--- src/hw/rtl/count_min_sketch_heavy_hitter_core_macros.svh ---
// Assertion macros used by the count-min sketch back end.
`ifndef COUNT_MIN_SKETCH_HEAVY_HITTER_CORE_MACROS_SVH
`define COUNT_MIN_SKETCH_HEAVY_HITTER_CORE_MACROS_SVH

// Same-cycle implication, sampled on clk, off while arst_n is low.
`define CMSHH_ASSERT_IMP(label, ante, cons, msg) \
	label: assert property (@(posedge clk) disable iff (!arst_n) (ante) |-> (cons)) \
		else $error(msg);

// Next-cycle implication, sampled on clk, off while arst_n is low.
`define CMSHH_ASSERT_NXT(label, ante, cons, msg) \
	label: assert property (@(posedge clk) disable iff (!arst_n) (ante) |=> (cons)) \
		else $error(msg);

`endif

--- src/hw/rtl/cmshh_pkg.sv ---
// Types and constants shared by the count-min sketch modules.
package cmshh_pkg;

	localparam int KEY_W  = 64;
	localparam int ROW_W  = 3;
	localparam int BIT_W  = 6;
	localparam int SEED_W = 15;
	localparam int EST_W  = 32;
	localparam int KLEN_W = 6;
	localparam int THR_W  = 32;

	localparam logic [1:0] MODE_COUNT = 2'd0;
	localparam logic [1:0] MODE_SEED  = 2'd1;
	localparam logic [1:0] MODE_CLEAR = 2'd2;

	localparam logic REG_KEY_LENGTH = 1'b0;
	localparam logic REG_THRESHOLD  = 1'b1;

	typedef enum logic [1:0] {
		OP_COUNT,
		OP_SEED,
		OP_CLEAR
	} op_t;

	typedef enum logic [2:0] {
		ST_CLEAR,
		ST_IDLE,
		ST_HASH,
		ST_READ,
		ST_UPD,
		ST_MIN
	} state_t;

	typedef struct packed {
		op_t               op;
		logic [KEY_W-1:0]  key;
		logic [ROW_W-1:0]  row;
		logic [BIT_W-1:0]  bit_pos;
		logic [SEED_W-1:0] value;
	} cmd_t;

	typedef struct packed {
		logic valid;
		cmd_t cmd;
	} head_t;

	typedef struct packed {
		logic pop;
		logic init_busy;
	} back_status_t;

endpackage

--- src/hw/rtl/cmshh_front.sv ---
// Front end: accepts items, drops the ones with no effect, and queues the rest.
module cmshh_front import cmshh_pkg::*; #(
	parameter int NUM_ROWS = 7,
	parameter int KEY_BITS = 64
) (
	input  logic              clk,
	input  logic              arst_n,
	input  logic              item_valid,
	output logic              item_ready,
	input  logic [1:0]        mode,
	input  logic [KEY_W-1:0]  key,
	input  logic [ROW_W-1:0]  seed_row,
	input  logic [BIT_W-1:0]  seed_bit,
	input  logic [SEED_W-1:0] seed_value,
	input  back_status_t      status,
	output head_t             head
);

	localparam int DEPTH = 2;

	cmd_t       q_mem [DEPTH];
	logic       wr_ptr_q;
	logic       rd_ptr_q;
	logic [1:0] cnt_q;
	logic       keep;
	logic       push;
	cmd_t       cmd_in;

	always_comb begin
		cmd_in.key     = key;
		cmd_in.row     = seed_row;
		cmd_in.bit_pos = seed_bit;
		cmd_in.value   = seed_value;
		cmd_in.op      = OP_COUNT;
		keep           = 1'b0;
		unique case (mode)
			MODE_COUNT: begin
				cmd_in.op = OP_COUNT;
				keep      = 1'b1;
			end
			MODE_SEED: begin
				cmd_in.op = OP_SEED;
				keep      = (int'(seed_row) < NUM_ROWS) && (int'(seed_bit) < KEY_BITS);
			end
			MODE_CLEAR: begin
				cmd_in.op = OP_CLEAR;
				keep      = 1'b1;
			end
			default: begin
				keep = 1'b0;
			end
		endcase
	end

	assign item_ready = (cnt_q != 2'(DEPTH)) && !status.init_busy;
	assign push       = item_valid && item_ready && keep;
	assign head.valid = (cnt_q != 2'd0);
	assign head.cmd   = q_mem[rd_ptr_q];

	always_ff @(posedge clk) begin
		if (push) begin
			q_mem[wr_ptr_q] <= cmd_in;
		end
	end

	always_ff @(posedge clk or negedge arst_n) begin
		if (!arst_n) begin
			wr_ptr_q <= 1'b0;
			rd_ptr_q <= 1'b0;
			cnt_q    <= 2'd0;
		end else begin
			if (push) begin
				wr_ptr_q <= ~wr_ptr_q;
			end
			if (status.pop) begin
				rd_ptr_q <= ~rd_ptr_q;
			end
			cnt_q <= cnt_q + 2'(push) - 2'(status.pop);
		end
	end

endmodule

--- config.mk ---
export PLATFORM = sky130hd
export DESIGN_NAME = cmshh_front
export DESIGN_NICKNAME = d
export VERILOG_FILES = /design/src/hw/rtl/count_min_sketch_heavy_hitter_core_macros.svh /design/src/hw/rtl/cmshh_pkg.sv /design/src/hw/rtl/cmshh_front.sv
export SDC_FILE = /design/constraint.sdc
export NUM_CORES = 1
export LEC_CHECK = 0
export BUFFER_PORTS_ARGS = -buffer_cell sky130_fd_sc_hd__buf_2
export CAP_MARGIN = 20
export CORE_ASPECT_RATIO = 1.1
export CORE_MARGIN = 2
export CORE_UTILIZATION = 45
export DETAILED_ROUTE_END_ITERATION = 12
export GPL_TIMING_DRIVEN = 0
export HOLD_SLACK_MARGIN = 0.06
export PLACE_DENSITY = 0.72
export SYNTH_ARGS = -nofsm -noshare
export SYNTH_HDL_FRONTEND = slang
export SYNTH_SLANG_ARGS = --single-unit
export TNS_END_PERCENT = 20
--- constraint.sdc ---
create_clock -name clk -period 4.96 [get_ports clk]
set_clock_uncertainty 0.2 [all_clocks]
set_input_delay 0.248 -clock clk [delete_from_list [all_inputs] [get_ports clk]]
set_output_delay 0.248 -clock clk [all_outputs]
set_load 0.01 [all_outputs]
### After elaboration in Yosys (flattened, before gate mapping)

Memories as Yosys holds them, arrays and structs flattened.
Cells that the tools add are included.

| cells by class | value |
|---|---|
| equality and inequality tests | 3 |
| reduce and logical (&&, ||, !) cells | 7 |
| order comparisons | 1 |
| bitwise logic cells | 2 |
| add/subtract/negate cells | 2 |
| muxes and demuxes | 4 |

Operator list:

| operator | count |
|---|---|
| $pmux W2 S2 | 1 |
| $logic_and A1 B1 Y1 | 3 |
| $lt A3 B3 Y1 const B | 1 |
| $add A2 B1 Y2 | 1 |
| $eq A2 B1 Y1 const B | 1 |
| $eq A2 B2 Y1 const B | 1 |
| $logic_not A2 Y1 | 1 |
| $mux W1 | 2 |
| $ne A2 B2 Y1 const B | 1 |
| $not A1 Y1 | 2 |
| $pmux W1 S2 | 1 |
| $reduce_bool A2 Y1 | 1 |
| $reduce_or A2 Y1 | 1 |
| $sub A2 B1 Y2 | 1 |
| $logic_not A1 Y1 | 1 |

| word-level totals | value |
|---|---|
| register bits after elaboration | 4 |
| bits of input ports | 95 |
| output and inout bits | 92 |
| memory bits (writable) | 180 |
| memories | 1 |
| word-level logic and storage cells | 23 |

Memory list:

| memory | words | width | read ports | clocked after Yosys merged registers in | wr ports | line | RTL |
|---|---|---|---|---|---|---|---|
| q_mem | 2 | 90 | 1 | 0 | 1 | cmshh_front.sv:21 | `cmd_t q_mem [DEPTH];` |

### Logic depth before layout (Yosys ltp)

Gate-level depths: netlist of run 1.

| logic depth | value |
|---|---|
| depth after elaboration | 6 |
| depth in mapped cells | 7 |
| mapped depth without buffers | 7 |

### Worst setup path before layout of run 1

Ideal clock, no wire load.

| path | value |
|---|---|
| path type | register -> register |
| from | register cnt_q[1] |
| to | memory q_mem[0][0] (netlist name) (enable) |
| arrival time | 4.441 ns |
| clock period less this slack | 5.181 ns |
| stages on the path, launching flop included | 4 |
| path buffers | 0 |
| path slack | -0.221 ns |
| cells stage by stage | dfrtp_1 nand2b_1 nand4b_1 nor2_1 |

| on the way | value |
|---|---|
| longest elaborated chain between the ends | 6 |

RTL lines:

| element | line | RTL |
|---|---|---|
| start: declaration | cmshh_front.sv:24 | `logic [1:0] cnt_q;` |
| start signal: assignment | cmshh_front.sv:78 | `cnt_q <= cnt_q + 2'(push) - 2'(status.pop);` |
| $ne A2 B2 Y1 | cmshh_front.sv:55 | `assign item_ready = (cnt_q != 2'(DEPTH)) && !status.init_busy;` |
| $logic_and A1 B1 Y1 | cmshh_front.sv:55 |  |
| $logic_and A1 B1 Y1 (2 in a row) | cmshh_front.sv:56 | `assign push = item_valid && item_ready && keep;` |
| $mux W1 | cmshh_front.sv:61 | `if (push) begin` |
| $mux W1 (implied by the code) | cmshh_front.sv:62 | `q_mem[wr_ptr_q] <= cmd_in;` |
| end: declaration | cmshh_front.sv:21 |  |

No other way between the ends.

### Worst setup path after layout of run 1

| path | value |
|---|---|
| from | input port mode[1] |
| to | memory q_mem[0][54] (netlist name) (enable) |

| on the way | value |
|---|---|
| longest elaborated chain between the ends | 6 |

RTL lines:

| element | line | RTL |
|---|---|---|
| start: declaration | cmshh_front.sv:10 | `input logic [1:0] mode,` |
| $eq A2 B2 Y1 / $logic_not A2 Y1 (equally long branches) | cmshh_front.sv:36 | `unique case (mode)` |
| $reduce_or A2 Y1 (no line) | -- |  |
| $pmux W1 S2 (*) | cmshh_front.sv:36 |  |
| $logic_and A1 B1 Y1 (*) | cmshh_front.sv:56 |  |
| $mux W1 (*) | cmshh_front.sv:61 |  |
| $mux W1 (implied by the code) (*) | cmshh_front.sv:62 |  |

Mark *: on every way between the ends. The rest lies on a longest branch, timed or not.

==> results of run 1 <==
[worst min-delay path by stage]
stage                               to  slack [ps]
final                     q_mem[0][89]          90
after global routing      q_mem[0][89]          70
after CTS                 q_mem[0][89]          70
after detailed placement      cnt_q[0]        -140
after global placement        cnt_q[1]        -140
after floorplan               cnt_q[0]        -250
[what timing repair did]
item,4_1_cts,5_1_grt
endpoints found under the hold margin,185,0
hold buffers,93,0
setup buffers,0,0
[cells by family after synthesis]
logic type	synth area share [%]
XOR/XNOR	0.488
flip-flops	76.7
buffers and inverters	2.77
AND/OR/NAND/NOR	0.768
AO/OA/AOI/OAI	0.105
adder cells (fa/ha/maj)	0.349
multiplexers	18.8
[registers in the layout, indices dropped and copies added (netlist names)]
| signal | flops |
|---|---|
| q_mem | 180 |
| cnt_q | 2 |
| rd_ptr_q | 1 |
| wr_ptr_q | 1 |
[layout make-up]
type / count / share of cell area (%)
Timing Repair Buffer: 285 / 19.9
Clock buffer: 17 / 4.21
Clock inverter: 14 / 2.25
Sequential cell: 184 / 54.5
Multi-Input combinational cell: 106 / 14.7
Inverter: 2 / 0.0743
Buffer: 10 / 1.89
Tap cell: 200 / 2.48
[per-layer routing]
metal  global-route usage, %  wire (um)
met1                    17.8       5140
met2                    27.2       7060
met3                    4.45        646
met4                    5.81        178
met5                       0          0
[power by group through the flow]
stage                     Clock (mW)  Combinational, mW  Sequential, mW
after detailed placement           0               1.51            1.95
final                           1.47               1.55            1.92
after global placement             0               1.45            1.98
after global routing            1.57               1.65            1.93
after floorplan                    0               1.06            1.96
after CTS                       1.50               1.57            1.92
[stage by stage]
stage / TNS, ps / hold slack (ps)
after global routing: 0 / 74.4
final: 0 / 89.8
after floorplan: -39800 / -248
after detailed placement: 0 / -140
after global placement: -469410 / -143
after CTS: 0 / 65.2
[worst max-delay path: stages]
cell and delay (ps):
dlygate4sd3_1 550, buf_2 140, a21boi_0 290, nand4b_1 390, nor2_4 730, buf_12 280
buf_16 190
[layout by cell type (no fill, tap or decap), types with 2 or more instances in the layout]
cell type	count
inv_1	2
nor2b_1	2
edfxtp_1	180
bufinv_16	6
dfrtp_1	4
mux2_4	89
ha_1	2
clkbuf_16	17
buf_16	4
xnor2_1	3
clkinv_1	4
dlygate4sd3_1	93
nor2_4	2
buf_12	11
buf_2	186
==> results.md, run 1 <==
* Combinational Power Share at 31.3%
* Post-synthesis sequential area ratio at between 70% and 80%
* Layout area overhead at 40.8%
* GRT Util Overall at 15.4%
* Inst Count DP at 694
* Post-synth top cells: edfxtp_1, mux2_4, buf_12
* Bufs on Longest Clock Path at 2
* DR WL/cell at between 15 and 20 um
* Final Max Tran Viols at 0
* Internal power at roughly 3.7 mW
* Yosys reg bits at ~180
* Worst reg2reg setup slack at around 2400 ps
* Nets at 703
* Share of cells above drive strength 1 at 52.1%
* Final min period at ~2900 ps
* Initial antenna violation count at 0
* Status: finished clean
* Post-synth cell types at 18
* Reg power frac at 38.9%
* Floorplan row count at 48
* Fillers at between 1000 and 1500
* Ant diodes at 0
* Port Buffers at about 190
* Worst hold path depth at 2
* Vias in the first global route at just under 4000
* Largest net degree at the start of global routing at 25
* Mapped Cells at a little over 300
* CTS tree: yes
* Placed cell area at between 8000 and 9000 um2
* DR pass1 iterations at 4
* Total Wirelength at 13000 um
* Setup WS post-layout at between 2000 and 2500 ps
* Worst-path clk slew at 60 ps
* Hpwl dp at about 8400 um
* Avg Vias per Cell at ~4.6
* Area leader, netlist: edfxtp_1
* Vias at 3746
* Net Switching at 1.25 mW
* Hold_sp: mode[0]
* Clock share of power at between 20% and 30%
* Die Ht at 136 um
* First-pass GRT wire length at between 15000 and 20000 um
* Area share of the largest cell type after synthesis at approximately three quarters
* Final std cells w/o fill at between 800 and 900
* Final hold violations at 0
* Max-cap violations at 0
* RSZ-0062 raised after global routing: no
* FFs w/ async S/R, synth at 2.17%
* Critical Path Start: mode[1]
* Fin util at between 60 and 70%
* Clock sinks at between 150 and 200
* Finished Cell Area at 10100 um2
* DRT iter0 DRCs at approximately 130
* Synth Warn # at 0
* Clock Tree Root: clkbuf_16
* Hold WC Path Type: primary input to register
* Top-count cell post-synth: edfxtp_1
* Reg area at roughly 5500 um2
* Die W at roughly 120 um
* Critical R2R Capture: q_mem[0][54]
* Initial cell density of the core at 45.8%
* Max IR drop VDD at approximately 360 uV
* Synthesized cell area at 7170 um2
* CTS Buf Count at 17
* Final period util at between 50% and 60%
* Clk_lat worst skew at around 400 ps
* CP Data Required Time at around 4900 ps
* Reg2Reg Depth at 5
* Leakage at roughly 4.1 nW
* Total power at roughly 4.9 mW
* Startpoint types: primary input
* Number of synthesized flops with an enable pin at 180
* Switching part of the total at between 20% and 30%
* Crit path DAT at between 2000 and 3000 ps
* Routability cong. at roughly 0.7
* Worst Setup EP: q_mem[0][54]
* Setup CP Type: primary input to register
* Post-CTS resize count at 0
* Post-route ant nets at 0
* H-tree levels at 4
* Setup violators final at 0
* Synth Flop Type: edfxtp_1
* Endpoint class of the critical path: register
* Remaining DRCs at 0
* Pre-CTS WS at approximately 2100 ps
* I/O pin count at 187
* Multi-input logic area at 1490 um2
* F_max at about 0.34 GHz
* Worst-path maximum fanout at 24
* Reg2Reg Launch Point: cnt_q[1]
* GRT overflow at 0
* Mean Syn Cell Area at 23.8 um2
* Die area at 17000 um2
* Core ar. at around 16000 um2
* Max-slew headroom at around 47%
* Synth Net Count at 399
* Worst Tran Pin Value at approximately 790 ps
* Cell Pwr Density at a little under 500 nW/um2
* Synth area leaders: edfxtp_1, mux2_4, buf_12, dfrtp_1, xnor2_1
Note: power is estimated with default switching activity, not from simulation.
==> run 2: changes to the inputs <==
--- a/config.mk
+++ b/config.mk
@@ -5,6 +5,7 @@
 export SDC_FILE = /design/constraint.sdc
 export NUM_CORES = 1
 export LEC_CHECK = 0
+export ABC_AREA = 1
 export BUFFER_PORTS_ARGS = -buffer_cell sky130_fd_sc_hd__buf_2
 export CAP_MARGIN = 20
 export CORE_ASPECT_RATIO = 1.1
@@ -13,7 +14,7 @@
 export DETAILED_ROUTE_END_ITERATION = 12
 export GPL_TIMING_DRIVEN = 0
 export HOLD_SLACK_MARGIN = 0.06
-export PLACE_DENSITY = 0.72
+export PLACE_DENSITY = 0.7
 export SYNTH_ARGS = -nofsm -noshare
 export SYNTH_HDL_FRONTEND = slang
 export SYNTH_SLANG_ARGS = --single-unit
==> constraint.sdc (replaced) <==
create_clock -name clk -period 2.9 [get_ports clk]
set_clock_uncertainty 0.2 [all_clocks]
set_input_delay 0.145 -clock clk [delete_from_list [all_inputs] [get_ports clk]]
set_output_delay 0.145 -clock clk [all_outputs]
set_load 0.01 [all_outputs]
==> run 2 against run 1 <==
Net effect:
- global-route usage rose by 1.6 points
- highest routed layer unchanged
- sequential power rose by 70%
- first-iteration DRC count rose by 91%
- largest power group unchanged
- total power rose by 57%
- worst hold slack improved by 11 ps
==> results.md, run 2 <==
* F_max at around 0.37 GHz
* Compound-Gate Fraction of Synth Area at 0% (was 0.105%)
* Largest net degree at the start of global routing at 66 (was 25)
* Worst-path clk slew at 60 ps (about the same)
* Post-synthesis sequential area ratio at 81.0% (was 76.7%)
* Routability cong. at 0.705 (was 0.687)
* Worst Tran Pin Value at 687 ps (was 794 ps)
* Share of cells above drive strength 1 at 50.9% (was 52.1%)
* FFs w/ async S/R, synth at 2.17% (unchanged)
* Startpoint types: register (was primary input)
* Setup violators final at 0 (unchanged)
* Placed cell area at 8080 um2 (was 8520 um2)
* Synth Warn # at 0 (unchanged)
* Xor/xnor share of the synthesized area at 0.387% (was 0.488%)
* Initial antenna violation count at 0 (unchanged)
* Area share of the largest cell type after synthesis at 79.5% (was 75.3%)
* Post-synth top cells: edfxtp_1, mux2_2, clkbuf_8, inv_1, nand2_1 (was edfxtp_1, mux2_4, buf_12)
* Multi-input logic area at 1130 um2 (was 1490 um2)
* Synth Net Count at 409 (was 399)
* Post-CTS resize count at 0 (unchanged)
* Most frequent CP cell: nand2_1
* Max-slew headroom at 54.1% (was 46.9%)
* DR pass1 iterations at 4 (unchanged)
* Layout area overhead at 41.9% (was 40.8%)
* CP Data Required Time at 2780 ps (was 4880 ps)
* Clk_lat worst skew at 410 ps (about the same)
* Core ar. at 14900 um2 (was 15700 um2)
* Post-route ant nets at 0 (unchanged)
* Total Wirelength at 13200 um (was 13000 um)
* Vias at 3852 (was 3746)
* Final period util at 92.1%
* Die area at 16100 um2 (was 17000 um2)
* Clock sinks at 184 (unchanged)
* Setup WS post-layout at 230 ps (was 2030 ps)
* Hold Buf Count CTS at 96 (was 93)
* Finished Cell Area at 9650 um2 (was 10100 um2)
* Crit path DAT at 2550 ps (was 2840 ps)
* Synth Flop Type: edfxtp_1 (unchanged)
* Leakage at 3.67 nW (was 4.07 nW)
* Nets at 714 (was 703)
* Final min period at between 2000 and 3000 ps
* WP depth at 7 (unchanged)
* Mean Syn Cell Area at 21.8 um2 (was 23.8 um2)
* Floorplan row count at 47 (was 48)
* GRT overflow at 0 (unchanged)
* Post-synth cell types at 13 (was 18)
* Worst Path Buf+Inv at 3 (was 4)
* Hold_sp: status[0] (was mode[0])
* CP max stage delay at 570 ps (was 730 ps)
* Reg area at 5510 um2 (unchanged)
* Die W at 121 um (was 124 um)
* Status: finished clean (unchanged)
* Hpwl dp at 8210 um (was 8380 um)
* Reg with most FFs: q_mem (unchanged)
* DRT iter0 DRCs at 243 (was 127)
* GRT Util Overall at 16.9% (was 15.4%)
* Largest family of logic cells by synthesized area: multiplexers (unchanged)
* Final Max Tran Viols at 0 (unchanged)
* RSZ-0062 raised after global routing: no (unchanged)
* CTS Buf Count at 17 (unchanged)
* Cell Pwr Density at 804 nW/um2 (was 489 nW/um2)
* Post-CTS setup buffer count at 0 (unchanged)
* Die Ht at 133 um (was 136 um)
* Endpoint class of the critical path: register (unchanged)
* Ant diodes at 0 (unchanged)
* Most frequent cells in the layout: buf_2, edfxtp_1, dlygate4sd3_1, mux2_2, clkbuf_16 (was buf_2, edfxtp_1, dlygate4sd3_1, mux2_4, clkbuf_16)
* Fin util at 64.6% (was 64.5%)
* Hold WC Path Type: primary input to register (unchanged)
* H-tree levels at 4 (unchanged)
* Biggest regs: q_mem x180, cnt_q x2 (unchanged)
* Initial cell density of the core at 45.5% (was 45.8%)
* Post-synthesis mux area share at 14.9% (was 18.8%)
* Worst hold path depth at 7 (was 2)
* Remaining DRCs at 0 (unchanged)
* Reg2Reg Launch Point: cnt_q[1] (unchanged)
* Vias in the first global route at 4314 (was 3963)
* Avg Vias per Cell at 4.67 (was 4.58)
* Adder-Cell Fraction of Synth Area at 0.368% (was 0.349%)
* Max-cap violations at 0 (unchanged)
* Port Buffers at 186 (unchanged)
* Slowest cell on the critical path: dlygate4sd3_1 (was nor2_4)
* Post-synthesis simple-gate area fraction at 0.847% (was 0.767%)
* Commonest non-fill, non-tap cell in the layout: buf_2 (unchanged)
* Yosys reg bits at 184 (unchanged)
* Fillers at 1067 (was 1072)
* DR WL/cell at 16.0 um (was 15.9 um)
* Reg2Reg Depth at 7 (was 5)
* Number of synthesized flops with an enable pin at 180 (unchanged)
* Clock Tree Root: clkbuf_16 (unchanged)
* I/O pin count at 187 (unchanged)
* First-pass GRT wire length at 20700 um (was 20000 um)
* Cell family with most CP delay: buffers and inverters (unchanged)
* Final hold violations at 0 (unchanged)
* Setup CP Type: register to register (was primary input to register)
* Pre-CTS WS at 662 ps (was 2110 ps)
* Area leader, netlist: edfxtp_1 (unchanged)
* Max reg flops at 180 (unchanged)
* Bufs on Longest Clock Path at 2 (unchanged)
* Crit path cell chain: nand2_1, nand2_1, nor2_1, dlygate4sd3_1, nand3_1, inv_4, buf_16 (was dlygate4sd3_1, buf_2, a21boi_0, nand4b_1, nor2_4, buf_12, buf_16)
* Mapped Cells at 312 (was 302)
* Worst-path maximum fanout at 65 (was 24)
* Top-count cell post-synth: edfxtp_1 (unchanged)
* Max IR drop VDD at 549 uV (was 359 uV)
* Critical Path Start: cnt_q[1] (was mode[1])
* Synth area leaders: edfxtp_1, mux2_2, clkbuf_8, dfrtp_1, inv_1 (was edfxtp_1, mux2_4, buf_12, dfrtp_1, xnor2_1)
* Synthesized cell area at 6800 um2 (was 7170 um2)
* CTS tree: yes (unchanged)
-- run 2: cells by family after synthesis --
family        after synthesis
mux                        90
fa+ha+maj                   2
buf+inv                    19
simple gates               14
flops                     184
xor+xnor                    3
-- run 2: worst paths after layout --
check                          endpoint  slack [ps]
setup / recovery           q_mem[0][24]         230
hold / removal                 wr_ptr_q         100
setup reg to reg           q_mem[0][24]         230
hold reg to reg                wr_ptr_q         280
max in group asynchronous      cnt_q[1]        1900
min in group asynchronous      cnt_q[0]         420
-- run 2: area by class of cell --
| cell class | instances | share of cell area [%] |
|---|---|---|
| sequential | 184 | 57.1 |
| tap | 196 | 2.54 |
| buffer | 10 | 1.40 |
| clock inverter | 14 | 1.88 |
| clock buffer | 17 | 4.41 |
| timing repair buffer | 286 | 20.6 |
| multi-input combinational | 109 | 11.7 |
| inverter | 9 | 0.376 |
-- run 2: through the flow --
step	hold slack (ps)	power, mW	cells	TNS (ps)
finish	101	7.76	825	0
global route	178	8.11	825	0
CTS	85.0	7.85	825	0
detailed placement	-240	5.39	698	0
global placement	-245	5.34	694	-162240
floorplan	-351	4.65	312	-18820
-- run 2: per-layer routing --
layer | global-route usage [%] | share of wire, % | routed length (um)
met5 | 0 | 0 | 0
met4 | 6.77 | 2.3 | 299
met1 | 18.2 | 39 | 5120
met2 | 30.5 | 54 | 7070
met3 | 5.47 | 5.4 | 717
-- run 2: where the power goes --
group / internal (mW) / leakage [nW] / switching, mW
Combinational: 1.12 / 1.70 / 1.03
Sequential: 3.21 / 1.68 / 0.0609
Clock: 1.43 / 0.278 / 0.914
-- run 2: worst register-to-register path, stage by stage, from the launching register on --
cell           delay, ps
dfrtp_1              410
nand2_1               80
nand2_1               80
nor2_1               130
dlygate4sd3_1        570
nand3_1              140
inv_4                330
buf_16               330
